===== src/rtl/packbits_rle_decoder_macros.svh =====
// assertion macros shared by the packbits decoder rtl
`ifndef PACKBITS_RLE_DECODER_MACROS_SVH
`define PACKBITS_RLE_DECODER_MACROS_SVH

// same-cycle implication, checked outside reset
`define PBD_ASSERT(label, pre, post, msg) \
  label: assert property (@(posedge clk) disable iff (!rst_n) (pre) |-> (post)) \
    else $error(msg);

// next-cycle implication, checked outside reset
`define PBD_ASSERT_NEXT(label, pre, post, msg) \
  label: assert property (@(posedge clk) disable iff (!rst_n) (pre) |=> (post)) \
    else $error(msg);

`endif


===== src/rtl/pbd_pkg.sv =====
// types and constants shared by the packbits decoder modules
`default_nettype none

package pbd_pkg;

  localparam int BYTES_PER_BEAT = 4;
  localparam int BYTES_IN_WORD  = 4;
  localparam int COUNT_WIDTH    = 24;
  localparam int LIMIT_W        = 24;
  localparam int ROOM_W         = LIMIT_W + 1;
  localparam int LEN_W          = 8;
  localparam int BEAT_W         = 3;

  localparam logic [7:0]         LITERAL_MAX = 8'd127;
  localparam logic [7:0]         NOOP_HEADER = 8'h80;
  localparam logic [LIMIT_W-1:0] LIMIT_RESET = LIMIT_W'(65535);

  localparam int QUEUE_DEPTH = 2;
  localparam int QPTR_W      = (QUEUE_DEPTH > 1) ? $clog2(QUEUE_DEPTH) : 1;
  localparam int QCNT_W      = $clog2(QUEUE_DEPTH + 1);

  typedef struct packed {
    logic [7:0] in_byte;
    logic       last_in;
  } in_t;

  typedef struct packed {
    logic [31:0]       data_word;
    logic [BEAT_W-1:0] byte_count;
    logic              last_of_run;
    logic              frame_end;
  } out_t;

  // one command per accepted item: byte to expand, how many copies, frame end
  typedef struct packed {
    logic [7:0]       value;
    logic [LEN_W-1:0] len;
    logic             last;
  } cmd_t;

endpackage

`default_nettype wire


===== src/rtl/pbd_front.sv =====
// front end: accepts compressed bytes, parses packet headers, issues commands
`default_nettype none

module pbd_front (
  input  wire logic          clk,
  input  wire logic          rst_n,
  input  wire logic          in_valid,
  output logic               in_ready,
  input  wire pbd_pkg::in_t  in_item,
  output logic               push,
  output pbd_pkg::cmd_t      push_cmd,
  input  wire logic          q_full
);

  typedef enum logic [2:0] {
    PH_HEADER  = 3'b001,
    PH_LITERAL = 3'b010,
    PH_REPEAT  = 3'b100
  } phase_t;

  phase_t     phase_r, phase_nxt;
  logic [7:0] literal_left_r, literal_left_nxt;
  logic [7:0] repeat_len_r, repeat_len_nxt;
  logic [7:0] lit_dec;

  assign in_ready = !q_full;
  assign push     = in_valid && in_ready;
  assign lit_dec  = literal_left_r - 8'd1;

  always_comb begin
    phase_nxt        = phase_r;
    literal_left_nxt = literal_left_r;
    repeat_len_nxt   = repeat_len_r;
    push_cmd.value   = in_item.in_byte;
    push_cmd.last    = in_item.last_in;
    push_cmd.len     = '0;
    unique case (phase_r)
      PH_LITERAL: begin
        push_cmd.len     = pbd_pkg::LEN_W'(1);
        literal_left_nxt = lit_dec;
        if (lit_dec == '0) begin
          phase_nxt = PH_HEADER;
        end
      end
      PH_REPEAT: begin
        push_cmd.len   = repeat_len_r;
        repeat_len_nxt = '0;
        phase_nxt      = PH_HEADER;
      end
      default: begin
        if (in_item.in_byte <= pbd_pkg::LITERAL_MAX) begin
          literal_left_nxt = in_item.in_byte + 8'd1;
          phase_nxt        = PH_LITERAL;
        end else if (in_item.in_byte != pbd_pkg::NOOP_HEADER) begin
          // 257 - header, modulo 256
          repeat_len_nxt = 8'd1 - in_item.in_byte;
          phase_nxt      = PH_REPEAT;
        end else begin
          phase_nxt = PH_HEADER;
        end
      end
    endcase
    if (in_item.last_in) begin
      phase_nxt        = PH_HEADER;
      literal_left_nxt = '0;
      repeat_len_nxt   = '0;
    end
  end

  always_ff @(posedge clk) begin
    if (!rst_n) begin
      phase_r        <= PH_HEADER;
      literal_left_r <= '0;
      repeat_len_r   <= '0;
    end else if (push) begin
      phase_r        <= phase_nxt;
      literal_left_r <= literal_left_nxt;
      repeat_len_r   <= repeat_len_nxt;
    end
  end

endmodule

`default_nettype wire


===== src/rtl/pbd_queue.sv =====
// short command queue between the parser and the expander
`default_nettype none

`include "packbits_rle_decoder_macros.svh"

module pbd_queue (
  input  wire logic          clk,
  input  wire logic          rst_n,
  input  wire logic          push,
  input  wire pbd_pkg::cmd_t push_cmd,
  output logic               full,
  input  wire logic          pop,
  output logic               empty,
  output pbd_pkg::cmd_t      head
);

  pbd_pkg::cmd_t                slot_r [pbd_pkg::QUEUE_DEPTH];
  logic [pbd_pkg::QPTR_W-1:0]   wr_ptr_r, rd_ptr_r;
  logic [pbd_pkg::QCNT_W-1:0]   count_r, count_nxt;

  function automatic logic [pbd_pkg::QPTR_W-1:0] ptr_inc(
    input logic [pbd_pkg::QPTR_W-1:0] p
  );
    return (p == pbd_pkg::QPTR_W'(pbd_pkg::QUEUE_DEPTH - 1)) ? '0 : p + 1'b1;
  endfunction

  assign full  = (count_r == pbd_pkg::QCNT_W'(pbd_pkg::QUEUE_DEPTH));
  assign empty = (count_r == '0);
  assign head  = slot_r[rd_ptr_r];

  always_comb begin
    count_nxt = count_r;
    if (push && !pop) begin
      count_nxt = count_r + 1'b1;
    end else if (pop && !push) begin
      count_nxt = count_r - 1'b1;
    end
  end

  always_ff @(posedge clk) begin
    if (push) begin
      slot_r[wr_ptr_r] <= push_cmd;
    end
  end

  always_ff @(posedge clk) begin
    if (!rst_n) begin
      wr_ptr_r <= '0;
      rd_ptr_r <= '0;
      count_r  <= '0;
    end else begin
      if (push) begin
        wr_ptr_r <= ptr_inc(wr_ptr_r);
      end
      if (pop) begin
        rd_ptr_r <= ptr_inc(rd_ptr_r);
      end
      count_r <= count_nxt;
    end
  end

  `PBD_ASSERT(a_q_no_overflow, push, !full, "command pushed into a full queue")
  `PBD_ASSERT(a_q_no_underflow, pop, !empty, "command popped from an empty queue")

endmodule

`default_nettype wire


===== src/rtl/pbd_back.sv =====
// back end: clips each command to the frame limit and emits packed result beats
`default_nettype none

`include "packbits_rle_decoder_macros.svh"

module pbd_back (
  input  wire logic                          clk,
  input  wire logic                          rst_n,
  input  wire logic [pbd_pkg::LIMIT_W-1:0]   output_limit,
  input  wire logic                          q_empty,
  input  wire pbd_pkg::cmd_t                 q_head,
  output logic                               pop,
  output logic                               out_valid,
  input  wire logic                          out_ready,
  output pbd_pkg::out_t                      out_item
);

  typedef enum logic [2:0] {
    B_IDLE = 3'b001,
    B_CLIP = 3'b010,
    B_EMIT = 3'b100
  } bstate_t;

  bstate_t                           state_r, state_nxt;
  pbd_pkg::cmd_t                     cmd_r, cmd_nxt;
  logic [pbd_pkg::ROOM_W-1:0]        room_r, room_nxt;
  logic [pbd_pkg::LEN_W-1:0]         rem_r, rem_nxt;
  logic [pbd_pkg::COUNT_WIDTH-1:0]   emitted_r, emitted_nxt;
  logic                              frame_full_r, frame_full_nxt;
  logic                              out_valid_r, out_valid_nxt;
  pbd_pkg::out_t                     out_item_r, out_item_nxt;

  logic                              slot_free;
  logic                              full_now;
  logic [pbd_pkg::BEAT_W-1:0]        beat_len;
  logic [pbd_pkg::ROOM_W-1:0]        room_after;
  logic                              hit;
  logic                              final_beat;
  logic                              has_bytes;
  logic [31:0]                       beat_word;
  pbd_pkg::out_t                     beat_item;

  assign slot_free  = !out_valid_r || out_ready;
  assign full_now   = frame_full_r || room_r[pbd_pkg::ROOM_W-1] ||
                      (room_r[pbd_pkg::LIMIT_W-1:0] == '0);
  assign beat_len   = (rem_r < pbd_pkg::LEN_W'(pbd_pkg::BYTES_PER_BEAT)) ?
                      rem_r[pbd_pkg::BEAT_W-1:0] :
                      pbd_pkg::BEAT_W'(pbd_pkg::BYTES_PER_BEAT);
  assign room_after = room_r - pbd_pkg::ROOM_W'(beat_len);
  assign hit        = (room_after == '0);
  assign has_bytes  = (rem_r != '0);
  assign final_beat = (rem_r <= pbd_pkg::LEN_W'(pbd_pkg::BYTES_PER_BEAT));

  always_comb begin
    for (int j = 0; j < pbd_pkg::BYTES_IN_WORD; j++) begin
      beat_word[8*j +: 8] = (j < int'(beat_len)) ? cmd_r.value : 8'h00;
    end
  end

  always_comb begin
    beat_item.data_word   = beat_word;
    beat_item.byte_count  = beat_len;
    beat_item.last_of_run = final_beat;
    beat_item.frame_end   = (has_bytes && hit) || (final_beat && cmd_r.last);
  end

  always_comb begin
    state_nxt      = state_r;
    cmd_nxt        = cmd_r;
    room_nxt       = room_r;
    rem_nxt        = rem_r;
    emitted_nxt    = emitted_r;
    frame_full_nxt = frame_full_r;
    out_valid_nxt  = out_valid_r && !out_ready;
    out_item_nxt   = out_item_r;
    pop            = 1'b0;
    unique case (state_r)
      B_IDLE: begin
        if (!q_empty) begin
          pop       = 1'b1;
          cmd_nxt   = q_head;
          room_nxt  = pbd_pkg::ROOM_W'(output_limit) - pbd_pkg::ROOM_W'(emitted_r);
          state_nxt = B_CLIP;
        end
      end
      B_CLIP: begin
        if (full_now) begin
          frame_full_nxt = 1'b1;
          rem_nxt        = '0;
        end else if (room_r < pbd_pkg::ROOM_W'(cmd_r.len)) begin
          rem_nxt = room_r[pbd_pkg::LEN_W-1:0];
        end else begin
          rem_nxt = cmd_r.len;
        end
        if ((full_now || cmd_r.len == '0) && !cmd_r.last) begin
          state_nxt = B_IDLE;
        end else begin
          state_nxt = B_EMIT;
        end
      end
      B_EMIT: begin
        if (slot_free) begin
          out_valid_nxt = 1'b1;
          out_item_nxt  = beat_item;
          if (has_bytes) begin
            rem_nxt     = rem_r - pbd_pkg::LEN_W'(beat_len);
            room_nxt    = room_after;
            emitted_nxt = emitted_r + pbd_pkg::COUNT_WIDTH'(beat_len);
            if (hit) begin
              frame_full_nxt = 1'b1;
            end
          end
          if (final_beat) begin
            state_nxt = B_IDLE;
            if (cmd_r.last) begin
              emitted_nxt    = '0;
              frame_full_nxt = 1'b0;
            end
          end
        end
      end
      default: begin
        state_nxt = B_IDLE;
      end
    endcase
  end

  always_ff @(posedge clk) begin
    cmd_r      <= cmd_nxt;
    room_r     <= room_nxt;
    rem_r      <= rem_nxt;
    out_item_r <= out_item_nxt;
  end

  always_ff @(posedge clk) begin
    if (!rst_n) begin
      state_r      <= B_IDLE;
      emitted_r    <= '0;
      frame_full_r <= 1'b0;
      out_valid_r  <= 1'b0;
    end else begin
      state_r      <= state_nxt;
      emitted_r    <= emitted_nxt;
      frame_full_r <= frame_full_nxt;
      out_valid_r  <= out_valid_nxt;
    end
  end

  assign out_valid = out_valid_r;
  assign out_item  = out_item_r;

  `PBD_ASSERT(a_marker_closes, out_valid && out_item.byte_count == '0,
              out_item.frame_end && out_item.last_of_run, "empty result is not a frame end")
  `PBD_ASSERT(a_run_fits_room, state_r == B_EMIT, room_r >= pbd_pkg::ROOM_W'(rem_r),
              "pending run exceeds remaining room")
  `PBD_ASSERT_NEXT(a_frame_restart,
                   state_r == B_EMIT && slot_free && final_beat && cmd_r.last,
                   emitted_r == '0 && !frame_full_r, "frame counters not cleared at frame end")

endmodule

`default_nettype wire


===== src/rtl/packbits_rle_decoder.sv =====
// top level of the packbits run-length decoder
//
//   port group  dir  payload                     purpose
//   in_*        in   pbd_pkg::in_t  (9 bits)     compressed byte and frame-last flag
//   out_*       out  pbd_pkg::out_t (37 bits)    up to four decoded bytes per item
//   cfg_*       in   24-bit output limit         decoded bytes allowed per frame
//
// an item passes the expander's idle and clip states, then its beats: none for a
// header or dropped byte not ending the frame, one for a literal byte, ceil(n/4)
// for n kept repeat bytes; unstalled, the one-beat-per-cycle loop sets the rate.
// a two-entry command queue lets input keep flowing while the expander works.
// reset is synchronous, active low; the output limit resets to 65535.
// out_ready low holds the expander; in_ready drops while the queue is full.
`default_nettype none

module packbits_rle_decoder (
  input  wire logic                         clk,
  input  wire logic                         rst_n,
  input  wire logic                         in_valid,
  output logic                              in_ready,
  input  wire pbd_pkg::in_t                 in_item,
  output logic                              out_valid,
  input  wire logic                         out_ready,
  output pbd_pkg::out_t                     out_item,
  input  wire logic                         cfg_valid,
  output logic                              cfg_ready,
  input  wire logic [pbd_pkg::LIMIT_W-1:0]  cfg_output_limit
);

  logic [pbd_pkg::LIMIT_W-1:0] output_limit_r;
  logic                        push;
  pbd_pkg::cmd_t               push_cmd;
  logic                        q_full;
  logic                        q_empty;
  logic                        pop;
  pbd_pkg::cmd_t               q_head;

  assign cfg_ready = 1'b1;

  always_ff @(posedge clk) begin
    if (!rst_n) begin
      output_limit_r <= pbd_pkg::LIMIT_RESET;
    end else if (cfg_valid && cfg_ready) begin
      output_limit_r <= cfg_output_limit;
    end
  end

  pbd_front u_front (
    .clk      (clk),
    .rst_n    (rst_n),
    .in_valid (in_valid),
    .in_ready (in_ready),
    .in_item  (in_item),
    .push     (push),
    .push_cmd (push_cmd),
    .q_full   (q_full)
  );

  pbd_queue u_queue (
    .clk      (clk),
    .rst_n    (rst_n),
    .push     (push),
    .push_cmd (push_cmd),
    .full     (q_full),
    .pop      (pop),
    .empty    (q_empty),
    .head     (q_head)
  );

  pbd_back u_back (
    .clk          (clk),
    .rst_n        (rst_n),
    .output_limit (output_limit_r),
    .q_empty      (q_empty),
    .q_head       (q_head),
    .pop          (pop),
    .out_valid    (out_valid),
    .out_ready    (out_ready),
    .out_item     (out_item)
  );

endmodule

`default_nettype wire

===== config.mk =====
export PLATFORM = sky130hd
export DESIGN_NAME = packbits_rle_decoder
export DESIGN_NICKNAME = d
export VERILOG_FILES = /design/src/rtl/pbd_pkg.sv /design/src/rtl/pbd_front.sv /design/src/rtl/pbd_queue.sv /design/src/rtl/pbd_back.sv /design/src/rtl/packbits_rle_decoder.sv
export VERILOG_INCLUDE_DIRS = /design/src /design/src/rtl
export SDC_FILE = /design/constraint.sdc
export NUM_CORES = 1
export LEC_CHECK = 0
export BUFFER_PORTS_ARGS = -buffer_cell sky130_fd_sc_hd__buf_2
export CELL_PAD_IN_SITES_DETAIL_PLACEMENT = 1
export CELL_PAD_IN_SITES_GLOBAL_PLACEMENT = 1
export CORE_MARGIN = 2
export CORE_UTILIZATION = 48
export CTS_CLUSTER_DIAMETER = 150
export DETAILED_ROUTE_END_ITERATION = 8
export PLACE_DENSITY_LB_ADDON = 0.08
export SYNTH_ARGS = -nofsm -noshare
export SYNTH_HDL_FRONTEND = slang
export SYNTH_SLANG_ARGS = --single-unit
export TNS_END_PERCENT = 100

===== constraint.sdc =====
create_clock -name clk -period 3.5 [get_ports clk]
set_input_delay 0.7 -clock clk [delete_from_list [all_inputs] [get_ports clk]]
set_output_delay 0.7 -clock clk [all_outputs]
set_load 0.02 [all_outputs]

# --- Word-level counts from Yosys, hierarchy flattened ---
# Memories as Yosys holds them, arrays and structs flattened. A register that Yosys moved wholly into a read port is not among the register bits.
# Index checks and enable logic that the tools add are counted.
classes:
  addsub: 11
  n_lt_le_gt_ge: 8
  eq_ne: 16
  n_mux: 48
  bitwise_logic: 1
  reduce_logical: 38
ops:
  columns: ["operator", "n"]
  rows:
  - ["$mux 25", 3]
  - ["$mux 24", 3]
  - ["$mux 8", 9]
  - ["$pmux 8 s2", 4]
  - ["$pmux 25 s2", 1]
  - ["$mux 3", 9]
  - ["$logic_not 25->1", 1]
  - ["$lt 25x8->1", 1]
  - ["$sub 24x24->25", 1]
  - ["$sub 25x3->25", 1]
  - ["$add 24x3->24", 1]
  - ["$logic_not 24->1", 1]
  - ["$logic_not 8->1", 2]
  - ["$mux 1", 14]
  - ["$reduce_and 3->1", 4]
  - ["$pmux 3 s3", 1]
  - ["$add 8x1->8 const B", 1]
  - ["$le 8x3->1 const B", 1]
  - ["$le 8x7->1 const B", 1]
  - ["$lt 8x3->1 const B", 1]
  - ["$ne 2x1->1 const B", 4]
  - ["$ne 8x8->1 const B", 1]
  - ["$reduce_and 4->1", 2]
  - ["$reduce_bool 8->1", 1]
  - ["26 further kinds", 54]
totals:
  reg_bits: 146
  ram_bits: 34
  input_bits: 38
  word_cells: 143
  mem_count: 1
memory_table:
  columns: ["memory", "words", "width", "read_ports", "rd_ports_with_merged_regs", "wr", "line", "source"]
  rows:
  - ["u_queue.slot_r", 2, 17, 1, 1, 1, "pbd_queue.sv:17", "pbd_pkg::cmd_t slot_r [pbd_pkg::QUEUE_DEPTH];"]

# --- Depth between registers and ports, before layout ---
depth:
  word_depth: 10
  depth_mapped: 14

# --- Modules after synthesis ---
# Synthesis repeated with hierarchy kept, for this count alone.
hier_totals:
  hier_cells: 990
  area_unflattened_um2: 10471.3
modules_own_cells:
  columns: ["module", "instances", "cells_per_inst", "area_each_um2"]
  rows:
  - ["pbd_back", 1, 662, 6706.4]
  - ["pbd_queue", 1, 75, 1443.9]
  - ["pbd_front", 1, 174, 1428.9]
  - ["packbits_rle_decoder", 1, 79, 892.1]

# --- Least setup slack after synthesis ---
# No wires, ideal clock.
synth_timing:
  kind: "reg2reg"
  from: "reg u_back.rem_r[4] (netlist bit)"
  to: "reg u_back.out_item_r (netlist bit u_back.out_item[0]), data pin"
  setup_ns: 0.254
  arrival_time_ns: 2.787
  required_ns: 3.246
  path_slack_ns: 0.459
  path_stages_with_launch: 13
  n_path_buf: 0
  synth_period_minus_slack_ns: 3.041
  cell_sequence: "edfxtp_1 > or4_4 > nor2_4 > and2_1 > ha_1 > fa_1 > nand2b_1 > nand3_2 > nor2_1 > and3b_1 > a211o_1 > nand4_1 > nand2_1"
synth_rtl:
  columns: ["item", "line", "source"]
  rows:
  - ["start, declared", "pbd_back.sv:27", "logic [pbd_pkg::LEN_W-1:0] rem_r, rem_nxt;"]
  - ["start signal, assigned", "pbd_back.sv:131", "rem_r <= rem_nxt;"]
  - ["end signal, assigned", "pbd_back.sv:132", "out_item_r <= out_item_nxt;"]
  - ["end, declared", "pbd_back.sv:31", "pbd_pkg::out_t out_item_r, out_item_nxt;"]

==> impl_results.md <==
- Status: complete, no violations
- Crit path max-delay cell type: or4_4
- Nets: between 1k and 1.5k
- VDD IR max: ~330 uV
- Fraction of the mapped netlist area in compound gates: ~11%
- Final Worst Setup Slack: around 130 ps
- Post-CTS repair timing setup buffer count: 0
- Final setup violation count: 0
- Global placement routability congestion: roughly 0.83
- Async set-or-reset flop fraction in the synthesized netlist: 0%
- Clock tree buffer depth: 2
- Maximum number of pins on one net before global-route repair: 40
- Number of antenna violations at the first check in global routing: 0
- Share of Yosys cell area claimed by the top area cell type: between 30 and 40%
- Post-synth EDFFs: between 100 and 150
- Buffers and inverters on the worst path: 0
- Most area-hungry cell type in the Yosys netlist: edfxtp_1
- Final Hold Viols: 0
- CTS clock-pin slew for the worst setup and hold paths: 80 ps
- CTS Root Buffer Type: clkbuf_16
- Top fanout value on the critical path: 6
- Chip width: approximately 150 um
- Count of buffers from port buffering: 76
- Setup repair after global routing missed its margin: true
- Mapped Cells: a little over 1k
- Required time reported for the critical path endpoint: 3700 ps
- Summed instance area of the synthesized netlist: 10,600 um^2
- Final global-route overflow total: 0
- FF-to-FF End: u_back.out_item[0]
- DR iter-0 viols: approximately 430
- Largest incremental delay on the critical path: slightly below 600 ps
- Met3 wire len: approximately 810 um
- Ratio of total power to cell area: 580 nW/um^2
- Setup skew after layout: 14.8 ps
- Length of routed met2 wiring: between 10 and 15 mm
- 1st-pass router iterations: 5
- Most frequent cells after synthesis: edfxtp_1 (121), nand2_1 (82), dfxtp_1 (76)
- Critical R2R Launch: u_back.rem_r[6]
- Switching Fraction: 33.2%
- CORE AREA: around 22,000 um^2
- CP Cell Sequence: or4_4 -> nor2_4 -> and2_1 -> ha_1 -> fa_1 -> nand2b_1 -> nand3_2 -> nor2_2 -> and3b_1 -> a211o_1 -> nand4_1 -> nand2_1
- Area enclosed by the die boundary: about 23,000 um^2
- Psw: approximately 2.3 mW
- Number of design rule violations left after detail routing: 0
- Post-CTS sizing: 0
- P_int: 4.60 mW
- Adder-cell share of the synthesized area: under 10%
- Highest clock rate: 0.296 GHz
- Wire length of the first global-routing pass: roughly 44 mm
- Area contributors post-synth: edfxtp_1 (34%), dfxtp_1 (14%), ha_1 (5.3%)
- Worst Hold Class: flip-flop to flip-flop
- Portion of total power attributed to combinational logic: 22.9%
- Slew at the pin with the worst max-slew slack: approximately 860 ps
- Area after detailed placement: 11,300 um^2
- Family of cells with the greatest summed delay on the critical path: simple AND/OR/NAND/NOR gates
- Number of clock sinks: around 200
- Mux share of post-synthesis cell area: 4.47%
- DIE HEIGHT: about 150 um
- Vias per cell: roughly 5.7
- Simple logic cell fraction of the synthesized area: a little over 20%
- Average cell area after synthesis: slightly above 10 um^2
- Synthesized-area fraction occupied by xor and xnor cells: under 10%
- Total via count after detailed routing: between 7k and 8k
- Portion of total power attributed to sequential cells: between 40% and 50%
- Arrival time at the worst endpoint: roughly 3600 ps
- Category of the critical setup timing path: flip-flop to flip-flop
- Total routed wire length on the met1 layer: between 10 and 15 mm
- Number of cell instances on the worst register-to-register path: 12
- Setup TNS: 0 ps
- Share of final-layout standard cells stronger than drive strength 1: about 15%
- Number of pins with negative max-slew slack in the final report: 0
- Maximum level of the CTS H-tree: 4
- Sequential cell area fraction in the yosys report: 48.8%
- Inserted Clock Buffers: 17
- Number of violations of the max-capacitance limit: 0
- Total half-perimeter wirelength after legalization and detailed placement: a little under 20 mm
- Post-layout min period: 3370 ps
- Cell area after layout: roughly 12,000 um^2
- Count of unique library cells instantiated by Yosys: just under 70
- Boundary pin count: 78
- Leakage: 4.41 nW
- Worst Hold Path Cells: 2
- Synth-to-layout area growth: 12.4%
- Worst hold start: u_front.repeat_len_r[1]
- Clock latency reported for the late side of the worst-skew pair: 450 ps
- Antenna cells: 0
- Standard-cell rows: 54
- R2R setup slack: 130 ps
- CP endpoint kind: flip-flop
- Final routed wirelength across all metal layers: ~27 mm
- TritonCTS clock tree: built
- Fin Hold WS: between 400 and 500 ps
- Critical path startpoint category: flip-flop
- Uppermost routed layer: met4
- Worst slew slack as a fraction of its limit: roughly 43%
- Hold-fix buffers at CTS: 0
- Total of flip-flops plus latches after synthesis: around 200
- Largest family of logic cells by synthesized area: simple AND/OR/NAND/NOR gates
- Effective utilization at floorplan: 48.7%
- Post-DR wirelength/cell: approximately 20 um
- Final clock period utilization by the worst path: between 90 and 100%
- Post-place setup slack: 68.3 ps
- Yosys Warn Count: 0
- Prevailing post-synth register cell: edfxtp_1
- Remaining number of nets flagged by the antenna check after routing: 0
- Worst-case hold path end point: u_front.repeat_len_r[1]
- Portion of total power attributed to the clock network: about 28%
- Most used standard cell by instance count after synthesis: edfxtp_1
- Vias in the first global route: 8,015
- All-layer global routing usage: between 20% and 30%
-- power by group through the flow --
stage	logic, mW	registers, mW	clock network [mW]
finish	1.58	3.36	1.95
global placement	1.49	3.38	0
global route	1.74	3.40	2.06
CTS	1.57	3.35	1.99
detailed placement	1.53	3.40	0
floorplan	1.15	3.23	0
-- cell usage in the layout, fill, tap and decap left out, types with 11 or more instances in the layout --
cell type / n
nand2_1: 82
buf_2: 76
nand3_1: 31
mux2_2: 17
xnor2_1: 50
o21ai_0: 33
inv_1: 50
nor2b_1: 32
and3_1: 16
edfxtp_1: 121
ha_1: 45
nor2_1: 73
clkbuf_16: 17
nor4_1: 11
and2_1: 37
mux2i_1: 28
buf_4: 14
xor2_1: 25
nand4_1: 22
dfxtp_1: 76
a21o_1: 18
nor3_1: 28
a21oi_1: 51
-- cell type report --
| class | instances | area [um^2] |
|---|---|---|
| Sequential cell | 197 | 5150 |
| Timing Repair Buffer | 90 | 485 |
| Clock buffer | 18 | 429 |
| Fill cell | 2450 | 9820 |
| Clock inverter | 14 | 155 |
| Multi-Input combinational cell | 747 | 5100 |
| Inverter | 52 | 195 |
| Tap cell | 280 | 350 |
-- state kept, by name, summed over array words and instances (netlist names) --
| register | flops |
|---|---|
| u_front.phase_r | 3 |
| u_back.rem_r | 8 |
| u_queue.slot_r | 34 |
| u_front.repeat_len_r | 8 |
| output_limit_r | 24 |
| u_back.state_r | 3 |
| u_back.frame_full_r | 1 |
| u_back.cmd_r | 17 |
| u_back.room_r | 25 |
| u_queue.wr_ptr_r | 1 |
| u_back.emitted_r | 24 |
| u_queue.count_r | 2 |
| u_back.out_valid | 1 |
| u_back.out_item | 37 |
| u_front.literal_left_r | 8 |
| u_queue.rd_ptr_r | 1 |
-- worst max-delay path by stage --
stage	from	endpoint	slack, ps	depth (start not counted)
floorplan	u_back.rem_r[4]	u_back.out_item[0]	460	12
global placement	u_back.rem_r[6]	u_back.out_item[0]	210	12
detailed placement	u_back.rem_r[6]	u_back.out_item[0]	70	12
CTS	u_back.rem_r[6]	u_back.room_r[22]	50	12
global route	u_back.rem_r[6]	u_back.room_r[22]	-80	12
finish	u_back.rem_r[6]	u_back.out_item[0]	130	12
-- metal layers --
metal | vias up | global-route usage [%]
met5 | - | 0
met2 | 134 | 37.1
li1 | 3865 | -
met1 | 3939 | 34.7
met3 | 31 | 3.24
met4 | 0 | 6.01
-- worst register-to-register path, cell delays in order, from the launching register on --
cell and delay, ps:
edfxtp_1 450, or4_4 590, nor2_4 150, and2_1 210, ha_1 230, fa_1 220
nand2b_1 210, nand3_2 190, nor2_2 250, and3b_1 210, a211o_1 280, nand4_1 90
nand2_1 50
-- through the flow --
step | utilization, % | total power, mW | std cells
after floorplan | - | 4.37 | 1034
after global placement | 51.9 | 4.86 | 1366
after detailed placement | 51.9 | 4.93 | 1366
after global routing | 54.7 | 7.20 | 1398
after CTS | 54.6 | 6.91 | 1398
final | 54.7 | 6.89 | 1398
-- logic make-up after synthesis --
family,after synthesis
flops,197
compound gates,178
fa+ha+maj,48
simple gates,399
buf+inv,90
xor+xnor,75
mux,45
other cells,1
(Power assumes the default switching activity.)
